===== config.mk =====
export PLATFORM = sky130hd
export DESIGN_NAME = ppd_norm
export DESIGN_NICKNAME = d
export VERILOG_FILES = /design/src/hdl/ppd_pkg.sv /design/src/hdl/ppd_norm.sv
export SDC_FILE = /design/constraint.sdc
export NUM_CORES = 1
export LEC_CHECK = 0
export BUFFER_PORTS_ARGS = -buffer_cell sky130_fd_sc_hd__buf_2
export CAP_MARGIN = 20
export CORE_MARGIN = 5
export CORE_UTILIZATION = 24
export CTS_CLUSTER_SIZE = 28
export DETAILED_ROUTE_END_ITERATION = 10
export SETUP_SLACK_MARGIN = 0.15
export SLEW_MARGIN = 20
export SYNTH_ARGS = -nofsm -noshare
export SYNTH_HDL_FRONTEND = slang
export SYNTH_SLANG_ARGS = --single-unit

===== constraint.sdc =====
create_clock -name clk -period 6.7 [get_ports clk]
set_input_delay 1.005 -clock clk [delete_from_list [all_inputs] [get_ports clk]]
set_output_delay 1.005 -clock clk [all_outputs]
set_load 0.02 [all_outputs]

===== src/hdl/ppd_pkg.sv =====
// ============================================================================
// ppd_pkg: shared types and constants for the point polar and distance block
// Holds the stage payload structs, datapath widths and the arctangent table.
// ============================================================================
`default_nettype none

package ppd_pkg;

    localparam int COORD_W     = 16;
    localparam int MAG_W       = 16;
    localparam int SQ_W        = 32;
    localparam int RAD_W       = 34;
    localparam int REM_W       = 21;
    localparam int ROOT_W      = 17;
    localparam int DP_W        = 64;
    localparam int Z_W         = 34;
    localparam int CORDIC_ITER = 32;
    localparam int SQRT_STEPS  = 17;
    localparam int NORM_TOP    = 58;
    localparam int ANGLE_W     = 17;
    localparam int RADIUS_W    = 16;
    localparam int DIST_W      = 17;

    typedef struct packed {
        logic [SQ_W-1:0]  sq_px;
        logic [SQ_W-1:0]  sq_py;
        logic [SQ_W-1:0]  sq_dx;
        logic [SQ_W-1:0]  sq_dy;
        logic [MAG_W-1:0] ax;
        logic [MAG_W-1:0] ay;
        logic             x_neg;
        logic             y_neg;
        logic             same;
    } ppd_front_t;

    typedef struct packed {
        logic [RAD_W-1:0]  src;
        logic [REM_W-1:0]  rem;
        logic [ROOT_W-1:0] root;
    } ppd_sqrt_t;

    typedef struct packed {
        logic signed [DP_W-1:0] cx;
        logic signed [DP_W-1:0] cy;
        logic signed [Z_W-1:0]  z;
        ppd_sqrt_t              rad;
        ppd_sqrt_t              dst;
        logic                   x_neg;
        logic                   y_neg;
        logic                   origin;
        logic                   same;
    } ppd_cell_t;

    // atan(2^-i) in units of 2*pi / 2^32, rounded to nearest.
    function automatic logic signed [Z_W-1:0] arc_angle(input int unsigned idx);
        logic signed [Z_W-1:0] v;
        case (idx)
            0:       v = 34'sd536870912;
            1:       v = 34'sd316933406;
            2:       v = 34'sd167458907;
            3:       v = 34'sd85004756;
            4:       v = 34'sd42667331;
            5:       v = 34'sd21354465;
            6:       v = 34'sd10679838;
            7:       v = 34'sd5340245;
            8:       v = 34'sd2670163;
            9:       v = 34'sd1335087;
            10:      v = 34'sd667544;
            11:      v = 34'sd333772;
            12:      v = 34'sd166886;
            13:      v = 34'sd83443;
            14:      v = 34'sd41722;
            15:      v = 34'sd20861;
            16:      v = 34'sd10430;
            17:      v = 34'sd5215;
            18:      v = 34'sd2608;
            19:      v = 34'sd1304;
            20:      v = 34'sd652;
            21:      v = 34'sd326;
            22:      v = 34'sd163;
            23:      v = 34'sd81;
            24:      v = 34'sd41;
            25:      v = 34'sd20;
            26:      v = 34'sd10;
            27:      v = 34'sd5;
            28:      v = 34'sd3;
            29:      v = 34'sd1;
            30:      v = 34'sd1;
            default: v = 34'sd0;
        endcase
        return v;
    endfunction

endpackage

`default_nettype wire


===== src/hdl/ppd_norm.sv =====
// ============================================================================
// ppd_norm: radicands and vector normalization
// Sums the squares and shifts the magnitudes so the larger one sits just
// below the top of the rotation datapath.
// ============================================================================
`default_nettype none

module ppd_norm (
    input  wire logic                clk,
    input  wire logic                en,
    input  wire ppd_pkg::ppd_front_t d,
    output ppd_pkg::ppd_cell_t       q
);
    import ppd_pkg::*;

    ppd_cell_t        q_reg;
    ppd_cell_t        q_next;
    logic [MAG_W-1:0] big;
    logic [3:0]       msb;
    logic [5:0]       shamt;

    always_comb
    begin
        big = (d.ax > d.ay) ? d.ax : d.ay;
        msb = '0;
        for (int i = 0; i < MAG_W; i++)
        begin
            if (big[i])
            begin
                msb = 4'(i);
            end
        end
        shamt = 6'(NORM_TOP) - {2'b00, msb};

        q_next.cx       = $signed({{(DP_W-MAG_W){1'b0}}, d.ax} << shamt);
        q_next.cy       = $signed({{(DP_W-MAG_W){1'b0}}, d.ay} << shamt);
        q_next.z        = '0;
        q_next.rad.src  = {1'b0, {1'b0, d.sq_px} + {1'b0, d.sq_py}};
        q_next.rad.rem  = '0;
        q_next.rad.root = '0;
        q_next.dst.src  = {1'b0, {1'b0, d.sq_dx} + {1'b0, d.sq_dy}};
        q_next.dst.rem  = '0;
        q_next.dst.root = '0;
        q_next.x_neg    = d.x_neg;
        q_next.y_neg    = d.y_neg;
        q_next.origin   = (d.ax == '0) && (d.ay == '0);
        q_next.same     = d.same;
    end

    always_ff @(posedge clk)
    begin
        if (en)
        begin
            q_reg <= q_next;
        end
    end

    assign q = q_reg;

endmodule

`default_nettype wire


* Word-level counts from Yosys, hierarchy flattened
Index checks and enable logic that the tools add are counted.
** Cells by class
- $add $sub $neg :: 3
- Multipliers :: 0
- Div/mod/pow operators :: 0
- Magnitude comparators :: 1
- Equality and inequality tests :: 0
- Shift-type cells :: 2
- Mux-type cells :: 16
- Bitwise logic cells :: 0
- Reductions and logical operators :: 3
** Operators with widths (count)
- $shl A16 B6 Y64 :: 2
- $add A32 B32 Y33 :: 2
- $mux W4 :: 14
- $logic_not A16 Y1 :: 2
- $gt A16 B16 Y1 :: 1
- $mux W16 :: 1
- $sub A4 B5 Y6 const A :: 1
- $logic_and A1 B1 Y1 :: 1
- $mux W1 :: 1
** Storage, ports and cells
- Flip-flop bits (word level) :: 198
- Bits in latches :: 0
- RAM bits :: 0
- Bits in read-only memories :: 0
- Input port bits :: 165
- Output and inout port bits :: 310
- Logic and storage cells :: 33
- Memories :: 0

* Depth between registers and ports, before layout
Gate-level depths: netlist (run 1).
- Word-level depth :: 19
- Gate-level depth with buffers :: 21
- Depth with buffers taken out :: 18

* Least setup slack after synthesis (run 1)
OpenSTA, ideal clock, no wires.
- Kind :: in2reg
- Start :: in d[18] in the netlist's numbering
- End :: reg q_reg, in the netlist q[304] (data pin)
- Library setup time :: 0.264 ns
- Data arrival time :: 4.907 ns
- Required time :: 6.436 ns
- Path slack :: 1.530 ns
- Stages on the path :: 20
- Path buffers :: 6
- Cell sequence :: inv_1 -> ha_1 -> and3_1 -> nand4_1 -> or3_1 -> buf_2 -> a2111oi_4 -> a21oi_4 -> inv_4 -> buf_2 -> buf_2 -> ha_1 -> clkbuf_1 -> inv_1 -> buf_1 -> clkbuf_1 -> o22ai_1 -> a221oi_1 -> nor2_1 -> o2bb2ai_1
** RTL lines
- start, declared :: RTL line ppd_norm.sv:11 : input wire ppd_pkg::ppd_front_t d,
- end signal, assigned :: RTL line ppd_norm.sv:54 : q_reg <= q_next;
- end, declared :: RTL line ppd_norm.sv:16 : ppd_cell_t q_reg;

* Worst setup path in the final report (run 1)
- Start :: in d[18] in the netlist's numbering
- End :: reg q_reg, in the netlist q[309] (data pin)
** On the way
- Word-level cells in the longest chain between the ends :: 19
** Ends and longest elaborated chain
- $gt A16 B16 Y1 :: RTL line ppd_norm.sv:24 : big = (d.ax > d.ay) ? d.ax : d.ay;
- $mux W16 * :: RTL line ppd_norm.sv:24
- $mux W1 :: RTL line ppd_norm.sv:28 : if (big[i])
- $mux W4 (13 in a row) :: RTL line ppd_norm.sv:28
- $mux W4 * :: RTL line ppd_norm.sv:28
- $sub A4 B5 Y6 * :: RTL line ppd_norm.sv:33 : shamt = 6'(NORM_TOP) - {2'b00, msb};
- $shl A16 B6 Y64 * :: RTL line ppd_norm.sv:35 : q_next.cx = $signed({{(DP_W-MAG_W){1'b0}}, d.ax} << shamt);
Mark *: on every way between the ends. The rest lies on a longest branch, timed or not.
A chain may end at the register's enable or synchronous reset.

==> results.py, run 1 <==
metrics = {
    "sta": {
        "setup_viol": 0,
        "tightest_slew_ns": 0.988,
        "relSlewSlack": 0.340,
        "hold_viol_final": 0,
        "rsz0062_at_grt": "no",
        "hold_slack_ns": 0.706,
        "fmax_ghz": 0.188,
        "fin_crit_sh": 0.794,
        "slew_violations": 0,
        "fin_crit_ns": 5.32,
        "tns_ns": 0,
    },
    "worst_setup_path": {
        "worstSetupPathType": "in2reg",
        "cp-end-kind": "flop",
        "worstPathRequired_ns": 6.89,
        "start_kind": "input port",
        "crit_fanout": 29,
        "cp.arrival_ns": 5.51,
    },
    "die": {
        "initial_core_util": 0.242,
        "num_rows": 79,
        "die_area_sq_mm": 0.0515,
        "die_w_um": 227,
        "io_pins": 475,
        "coreArea_sq_mm": 0.0466,
        "fp.dieH_um": 227,
    },
    "detailed_routing": {
        "vias": 9945,
        "wl_per_cell_um": 19.2,
        "drtAntennaViolNets": 0,
        "drt_wl_total_um": 40600,
        "vias_per_cell": 4.72,
        "first_pass_iters": 5,
        "drt_iter0_drc": 710,
        "drc_errors": 0,
    },
    "clocking": {
        "post-cts-setup-buffers": 0,
        "tritoncts": "built",
        "postCtsHoldBufs": 0,
        "cts_resized": 0,
        "cts.root.buffer_cell": "clkbuf_16",
        "clock-sinks": 134,
        "clockBufferDepth": 2,
        "clk_pin_slew_ns": 0.07,
        "h-tree-depth": 4,
        "numCtsBuffers": 17,
    },
    "flow_run": {
        "max_cap_violations": 0,
    },
    "layout": {
        "area_growth_pct": 20.2,
        "largest_reg_flops": 134,
        "drive_gt1_frac": 0.245,
        "layout.nets": 1736,
        "design_area_sq_mm": 0.0136,
    },
    "global_route": {
        "grt_remaining_overflow": 0,
        "grt_pass1_wl_um": 57500,
        "antenna_found_initial": 1,
        "grtUsageTotal": 0.148,
        "grt_pass1_vias": 9562,
        "grt_start_max_net_pins": 79,
    },
    "placement": {
        "place_congestion": 0.882,
        "dp_hpwl_um": 32700,
        "place_area_sq_mm": 0.0129,
        "place.port_buffers": 298,
    },
    "hold_path": {
        "hold_class": "in2reg",
    },
    "logic_synthesis": {
        "ys.warnings.count": 0,
        "syn_avg_cell_area_sq_um": 9.57,
        "synth_edf_count": 134,
        "netlist_area_sq_mm": 0.0113,
        "yosysUniqueCellTypes": 74,
        "synth.ff_latch_count": 134,
        "ys_seq_area_frac": 0.356,
        "syn_inst": 1179,
        "ys.flop_type": "edfxtp_1",
        "async_flop_share": 0,
    },
    "pwr": {
        "ir_drop_uv": 230,
        "p_leak_nw": 6.08,
        "powerDensity_mw_per_mm2": 261,
    },
    "run_status": {
        "outcome": "complete, no violations",
    },
}
## final cells by class
type | count | area [sq um]
fillers | 4931 | 33000
multi-input cells | 975 | 6320
flip-flops and latches | 134 | 4020
repair buffers | 320 | 1660
well taps | 607 | 759
clock buffers | 18 | 429
clock inverters | 14 | 221
inverters | 40 | 153
diodes | 1 | 2.50
## final timing paths
kind | start | endpoint | slack (ns) | cells past startpoint
worst max-delay path | d[18] | q[309] | 1.38 | 16
worst min-delay path | d[2] | q[3] | 0.71 | 1
## cell usage in the layout, fill, tap and decap left out, types with 12 or more instances in the layout
master,count
clkbuf_16,17
ha_1,81
edfxtp_1,134
buf_4,22
nand2b_1,12
a211oi_1,16
buf_2,297
conb_1,184
o21ai_0,49
nor3_1,33
inv_1,39
a21oi_1,83
xnor2_1,42
o22ai_1,30
xor2_1,12
nor2b_1,12
nand2_1,70
nand3_1,26
a31oi_1,12
a21o_1,27
nor2_1,72
mux2i_1,60
## power breakdown
part           internal, mW  switching, mW
logic                 0.441          0.876
clock network         0.664          0.410
registers              1.10         0.0491
total                  2.21           1.33
## cells in the mapped netlist, types with 11 or more instances
cell | n | share of area
a31oi_1 | 12 | 0.0067
nand2_1 | 70 | 0.023
edfxtp_1 | 134 | 0.36
nand4_1 | 11 | 0.0061
buf_4 | 178 | 0.12
nor2_1 | 72 | 0.024
a21o_1 | 27 | 0.018
xnor2_1 | 42 | 0.033
nor3_1 | 33 | 0.015
nor2b_1 | 12 | 0.0067
o21a_1 | 11 | 0.0073
mux2i_1 | 60 | 0.053
nand2b_1 | 12 | 0.0067
buf_2 | 12 | 0.0053
nand3_1 | 26 | 0.012
inv_1 | 39 | 0.013
a21oi_1 | 83 | 0.037
o22ai_1 | 30 | 0.017
clkbuf_1 | 20 | 0.0067
o21ai_0 | 49 | 0.022
a211oi_1 | 16 | 0.011
xor2_1 | 12 | 0.0093
ha_1 | 81 | 0.090
## per-stage QoR
step	utilization	setup slack [ns]	power (mW)	instances
floorplan	-	1.53	2.11	1362
global placement	0.277	0.851	2.48	2076
detailed placement	0.277	0.955	2.49	2076
CTS	0.291	1.46	3.59	2108
global route	0.291	0.784	3.73	2109
finish	0.291	1.38	3.54	2109
## metal layers
metal | routed length (um) | GRT usage | vias to the layer above
met3 | 3210 | 0.0355 | 55
met1 | 16300 | 0.182 | 4737
met5 | 0 | 0 | -
li1 | - | - | 4662
met4 | 946 | 0.0495 | 0
met2 | 20200 | 0.254 | 491
## cell families after synthesis
| logic type | count (synthesis) | synth area share |
|---|---|---|
| AOI/OAI and AO/OA | 313 | 0.186 |
| and+or+nand+nor | 275 | 0.117 |
| buffers and inverters | 253 | 0.145 |
| DFF | 134 | 0.356 |
| adders and majority gates | 83 | 0.0933 |
| muxes | 66 | 0.0602 |
| xor gates and xnor gates | 54 | 0.0419 |
| other | 1 | 0.000332 |
## critical path, stage by stage
cell and delay [ns]:
buf_2 0.17, inv_1 0.10, ha_1 0.30, and3_1 0.20, nand4_1 0.16, or3_1 0.55
nand2_1 0.15, mux2_2 0.43, ha_1 0.38, nor3_1 0.75, nor2_1 0.11, buf_4 0.29
a21oi_1 0.29, a211oi_1 0.12, a21oi_1 0.32, o22ai_1 0.17
Note: power is estimated with default switching activity, not from simulation.
==> run 2, diff against run 1 <==
- clock period: 6.7 -> 4.82 ns (I/O delays scaled with it)
==> results.py, run 2 (synthesis results as in run 1) <==
metrics = {
    "layout": {
        "design_area_sq_mm": 0.0140,
        "utilization": 0.300,
        "n_fill_cell": 4930,
        "drive_gt1_frac": 0.274,
        "n_antenna_cell": 0,
        "area_growth_pct": 23.8,
        "layout.nets": 1795,
        "final_cell_mix": "buf_2, conb_1, edfxtp_1",
        "layout_commonest_cell": "buf_2",
        "largest_reg_flops": 134,
    },
    "global_route": {
        "grt_remaining_overflow": 0,
        "grt_pass1_vias": 9968,
        "grt_start_max_net_pins": 79,
        "grt_pass1_wl_um": 58200,
        "grtUsageTotal": 0.149,
        "antenna_found_initial": 0,
    },
    "clocking": {
        "numCtsBuffers": 17,
        "clockBufferDepth": 2,
        "post-cts-setup-buffers": 0,
        "tritoncts": "built",
        "clk_pin_slew_ns": 0.06,
        "postCtsHoldBufs": 0,
        "h-tree-depth": 4,
        "cts_resized": 0,
        "clock-sinks": 134,
        "cts.root.buffer_cell": "clkbuf_16",
    },
    "die": {
        "io_pins": 475,
        "die_w_um": 227,
        "num_rows": 79,
        "fp.dieH_um": 227,
        "coreArea_sq_mm": 0.0466,
        "die_area_sq_mm": 0.0515,
        "initial_core_util": 0.242,
    },
    "pwr": {
        "switchingPower_mw": 1.90,
        "swShare": 0.395,
        "combPwrFrac": 0.406,
        "ir_drop_uv": 362,
        "powerDensity_mw_per_mm2": 343,
        "clkPwrFrac": 0.261,
        "p_leak_nw": 6.34,
        "seqPwrFrac": 0.333,
        "internal_power_mw": 2.90,
    },
    "worst_setup_path": {
        "start_kind": "input port",
        "crit_fanout": 12,
        "path_buf_inv": 5,
        "path_cells": "buf_2 > inv_1 > ha_1 > and3_1 > nand4_1 > or3_1 > a2111oi_4 > a21oi_4 > inv_4 > ha_1 > buf_4 > nor3_2 > nor2_1 > buf_4 > nand2_1 > or4_1 > o21ai_1 > o21bai_1",
        "worstSetupPathType": "in2reg",
        "slowest_stage": "or4_1",
        "slowest_delay_ns": 0.54,
        "worstPathRequired_ns": 5.13,
        "cp-end-kind": "flop",
        "path_delay_family": "simple AND/OR/NAND/NOR gates",
        "crit_cells": 18,
        "cp.arrival_ns": 4.58,
    },
    "hold_path": {
        "hold_class": "in2reg",
        "hold_path_depth": 1,
    },
    "detailed_routing": {
        "drt_wl_total_um": 40500,
        "drc_errors": 0,
        "wl_per_cell_um": 18.7,
        "first_pass_iters": 5,
        "vias": 10100,
        "vias_per_cell": 4.66,
        "drtAntennaViolNets": 0,
        "drt_iter0_drc": 742,
    },
    "placement": {
        "dp_hpwl_um": 33200,
        "place_area_sq_mm": 0.0134,
        "place.port_buffers": 298,
        "place_congestion": 0.899,
        "dp_slack_ns": 0.116,
    },
    "run_status": {
        "outcome": "complete, no violations",
    },
    "sta": {
        "tightest_slew_ns": 0.902,
        "rsz0062_at_grt": "no",
        "fmax_ghz": 0.234,
        "hold_viol_final": 0,
        "relSlewSlack": 0.383,
        "setup_slack_ns": 0.547,
        "tns_ns": 0,
        "slew_violations": 0,
        "fin_crit_sh": 0.887,
        "setup_viol": 0,
        "fin_crit_ns": 4.27,
    },
    "flow_run": {
        "max_cap_violations": 0,
    },
}
-- run 2: changes by cell type in the layout (fill, tap and decap cells not counted), moves of 2 or more --
| cell | previous run | this run |
|---|---|---|
| clkinv_4 | 1 | 4 |
| buf_12 | 0 | 5 |
| bufinv_16 | 5 | 0 |
| inv_8 | 0 | 2 |
| buf_4 | 22 | 76 |
-- run 2: worst paths after layout --
kind / start / to / slack, ns
worst max-delay path: d[13] / q[302] / 0.55
worst min-delay path: d[1] / q[2] / 0.44
-- run 2: per-layer routing --
metal,share of wire,GRT usage,vias up
met1,0.40,0.183,4762
met4,0.026,0.0499,0
li1,-,-,4775
met2,0.50,0.254,499
met3,0.081,0.0416,68
met5,0,0,-
-- run 2: through the flow --
| stage | hold slack, ns | power (mW) | cells |
|---|---|---|---|
| 3_3_place_gp | 0.899 | 3.55 | 2135 |
| 2_1_floorplan | 0.822 | 2.93 | 1362 |
| 5_1_grt | 0.396 | 5.07 | 2167 |
| 6_report | 0.437 | 4.79 | 2167 |
| 3_5_place_dp | 0.902 | 3.57 | 2135 |
| 4_1_cts | 0.388 | 4.87 | 2167 |
-- run 2: cell type report --
cell class                 instances  area (sq um)  area share
multi-input combinational        975          6320       0.452
sequential                       134          4020       0.288
timing repair buffer             379          2170       0.155
tap                              607           759      0.0544
clock buffer                      17           425      0.0304
inverter                          40           153      0.0109
clock inverter                    15           123     0.00878
-- run 2: power by group through the flow --
| stage | Combinational (mW) | Sequential (mW) | Clock, mW |
|---|---|---|---|
| finish | 1.94 | 1.60 | 1.25 |
| global placement | 1.93 | 1.62 | 0 |
| floorplan | 1.09 | 1.84 | 0 |
| global route | 2.10 | 1.61 | 1.36 |
| detailed placement | 1.94 | 1.63 | 0 |
| CTS | 1.95 | 1.60 | 1.32 |
==> run 3, diff against run 2 <==
- MAX_ROUTING_LAYER: unset -> met4
==> results.py, run 3 (synthesis results as in run 1) <==
metrics = {
    "sta": {
        "fin_crit_sh": 0.893,
        "fmax_ghz": 0.232,
        "tightest_slew_ns": 0.783,
        "setup_viol": 0,
        "fin_crit_ns": 4.30,
        "rsz0062_at_grt": "no",
        "hold_viol_final": 0,
        "relSlewSlack": 0.473,
        "tns_ns": 0,
        "setup_slack_ns": 0.518,
        "slew_violations": 0,
        "hold_slack_ns": 0.437,
    },
    "layout": {
        "n_fill_cell": 4903,
        "layout_commonest_cell": "buf_2",
        "area_growth_pct": 24.6,
        "drive_gt1_frac": 0.277,
        "n_antenna_cell": 0,
        "seq_area_sq_mm": 0.00402,
        "stdcell_count": 2171,
        "final_cell_mix": "buf_2, conb_1, edfxtp_1",
        "design_area_sq_mm": 0.0141,
        "multi_input_area_sq_mm": 0.00632,
        "largest_reg_flops": 134,
        "utilization": 0.302,
        "layout.nets": 1799,
    },
    "clocking": {
        "clk_pin_slew_ns": 0.06,
        "tritoncts": "built",
        "post-cts-setup-buffers": 0,
        "cts_resized": 0,
        "clockBufferDepth": 2,
        "numCtsBuffers": 17,
        "clock-sinks": 134,
        "h-tree-depth": 4,
        "postCtsHoldBufs": 0,
        "cts.root.buffer_cell": "clkbuf_16",
    },
    "worst_setup_path": {
        "crit_fanout": 12,
        "worstPathRequired_ns": 5.06,
        "start_kind": "input port",
        "cp-end-kind": "flop",
        "worstSetupPathType": "in2reg",
        "cp.arrival_ns": 4.54,
    },
    "global_route": {
        "grt_start_max_net_pins": 70,
        "antenna_found_initial": 0,
        "grt_pass1_wl_um": 58200,
        "grtUsageTotal": 0.153,
        "grt_remaining_overflow": 0,
        "grt_pass1_vias": 9882,
    },
    "placement": {
        "dp_slack_ns": 0.0240,
        "dp.cells": 2139,
        "dp_hpwl_um": 33100,
        "place.port_buffers": 298,
        "place_area_sq_mm": 0.0135,
        "place_congestion": 0.900,
    },
    "die": {
        "initial_core_util": 0.242,
        "fp.dieH_um": 227,
        "io_pins": 475,
        "die_area_sq_mm": 0.0515,
        "die_w_um": 227,
        "coreArea_sq_mm": 0.0466,
        "num_rows": 79,
    },
    "pwr": {
        "switchingPower_mw": 1.92,
        "ir_drop_uv": 351,
        "swShare": 0.388,
        "combPwrFrac": 0.395,
        "total_power_mw": 4.95,
        "powerDensity_mw_per_mm2": 352,
        "seqPwrFrac": 0.323,
        "p_leak_nw": 6.39,
        "internal_power_mw": 3.03,
        "clkPwrFrac": 0.281,
    },
    "run_status": {
        "outcome": "complete, no violations",
    },
    "hold_path": {
        "hold_class": "in2reg",
        "hold_path_depth": 1,
    },
    "detailed_routing": {
        "drc_errors": 0,
        "drt_iter0_drc": 835,
        "first_pass_iters": 5,
        "vias": 10100,
        "drt_wl_total_um": 40400,
        "wl_per_cell_um": 18.6,
        "drtAntennaViolNets": 0,
        "vias_per_cell": 4.66,
    },
    "flow_run": {
        "max_cap_violations": 0,
    },
}
==> run 3: changes by cell type in the layout (fill, tap and decap cells not counted) <==
cell,delta
buf_4,+4
clkinv_4,-4
inv_6,+3
bufinv_16,+2
clkinv_1,-2
clkinv_8,+1
==> run 3: path summary, 6_finish.rpt <==
path / slack [ns] / from / endpoint
worst max-delay path: 0.52 / d[16] / q[224]
worst min-delay path: 0.44 / d[1] / q[2]
==> run 3: worst max-delay path: stages <==
cell      delay [ns]
buf_2           0.14
inv_1           0.07
ha_1            0.27
and3_1          0.18
nand4_1         0.21
or3_1           0.57
nand2_1         0.15
mux2_2          0.36
ha_1            0.21
inv_1           0.13
buf_12          0.14
a21oi_2         0.04
nor2_1          0.14
buf_4           0.24
nand2_1         0.19
o22ai_1         0.26
buf_4           0.16
nor2_1          0.03
a211oi_1        0.32
==> run 3: final cells by class <==
| class | instances | area share |
|---|---|---|
| clock buffers | 17 | 0.0302 |
| inverters | 40 | 0.0109 |
| repair buffers | 383 | 0.156 |
| multi-input cells | 975 | 0.449 |
| flip-flops and latches | 134 | 0.286 |
| well taps | 607 | 0.0540 |
| clock inverters | 15 | 0.0130 |
==> run 3: power by group through the flow <==
| stage | clock, mW | sequential [mW] | combinational, mW |
|---|---|---|---|
| floorplan | 0 | 1.84 | 1.09 |
| global placement | 0 | 1.63 | 1.94 |
| detailed placement | 0 | 1.63 | 1.95 |
| CTS | 1.46 | 1.61 | 1.96 |
| global route | 1.50 | 1.62 | 2.11 |
| finish | 1.39 | 1.60 | 1.96 |
==> run 3: per-layer routing <==
layer | routed length (um) | up-vias | global-route usage
met3 | 2870 | 51 | 0.0320
met1 | 16500 | 4819 | 0.187
met5 | 0 | - | -
li1 | - | 4783 | -
met4 | 697 | 0 | 0.0431
met2 | 20300 | 461 | 0.257
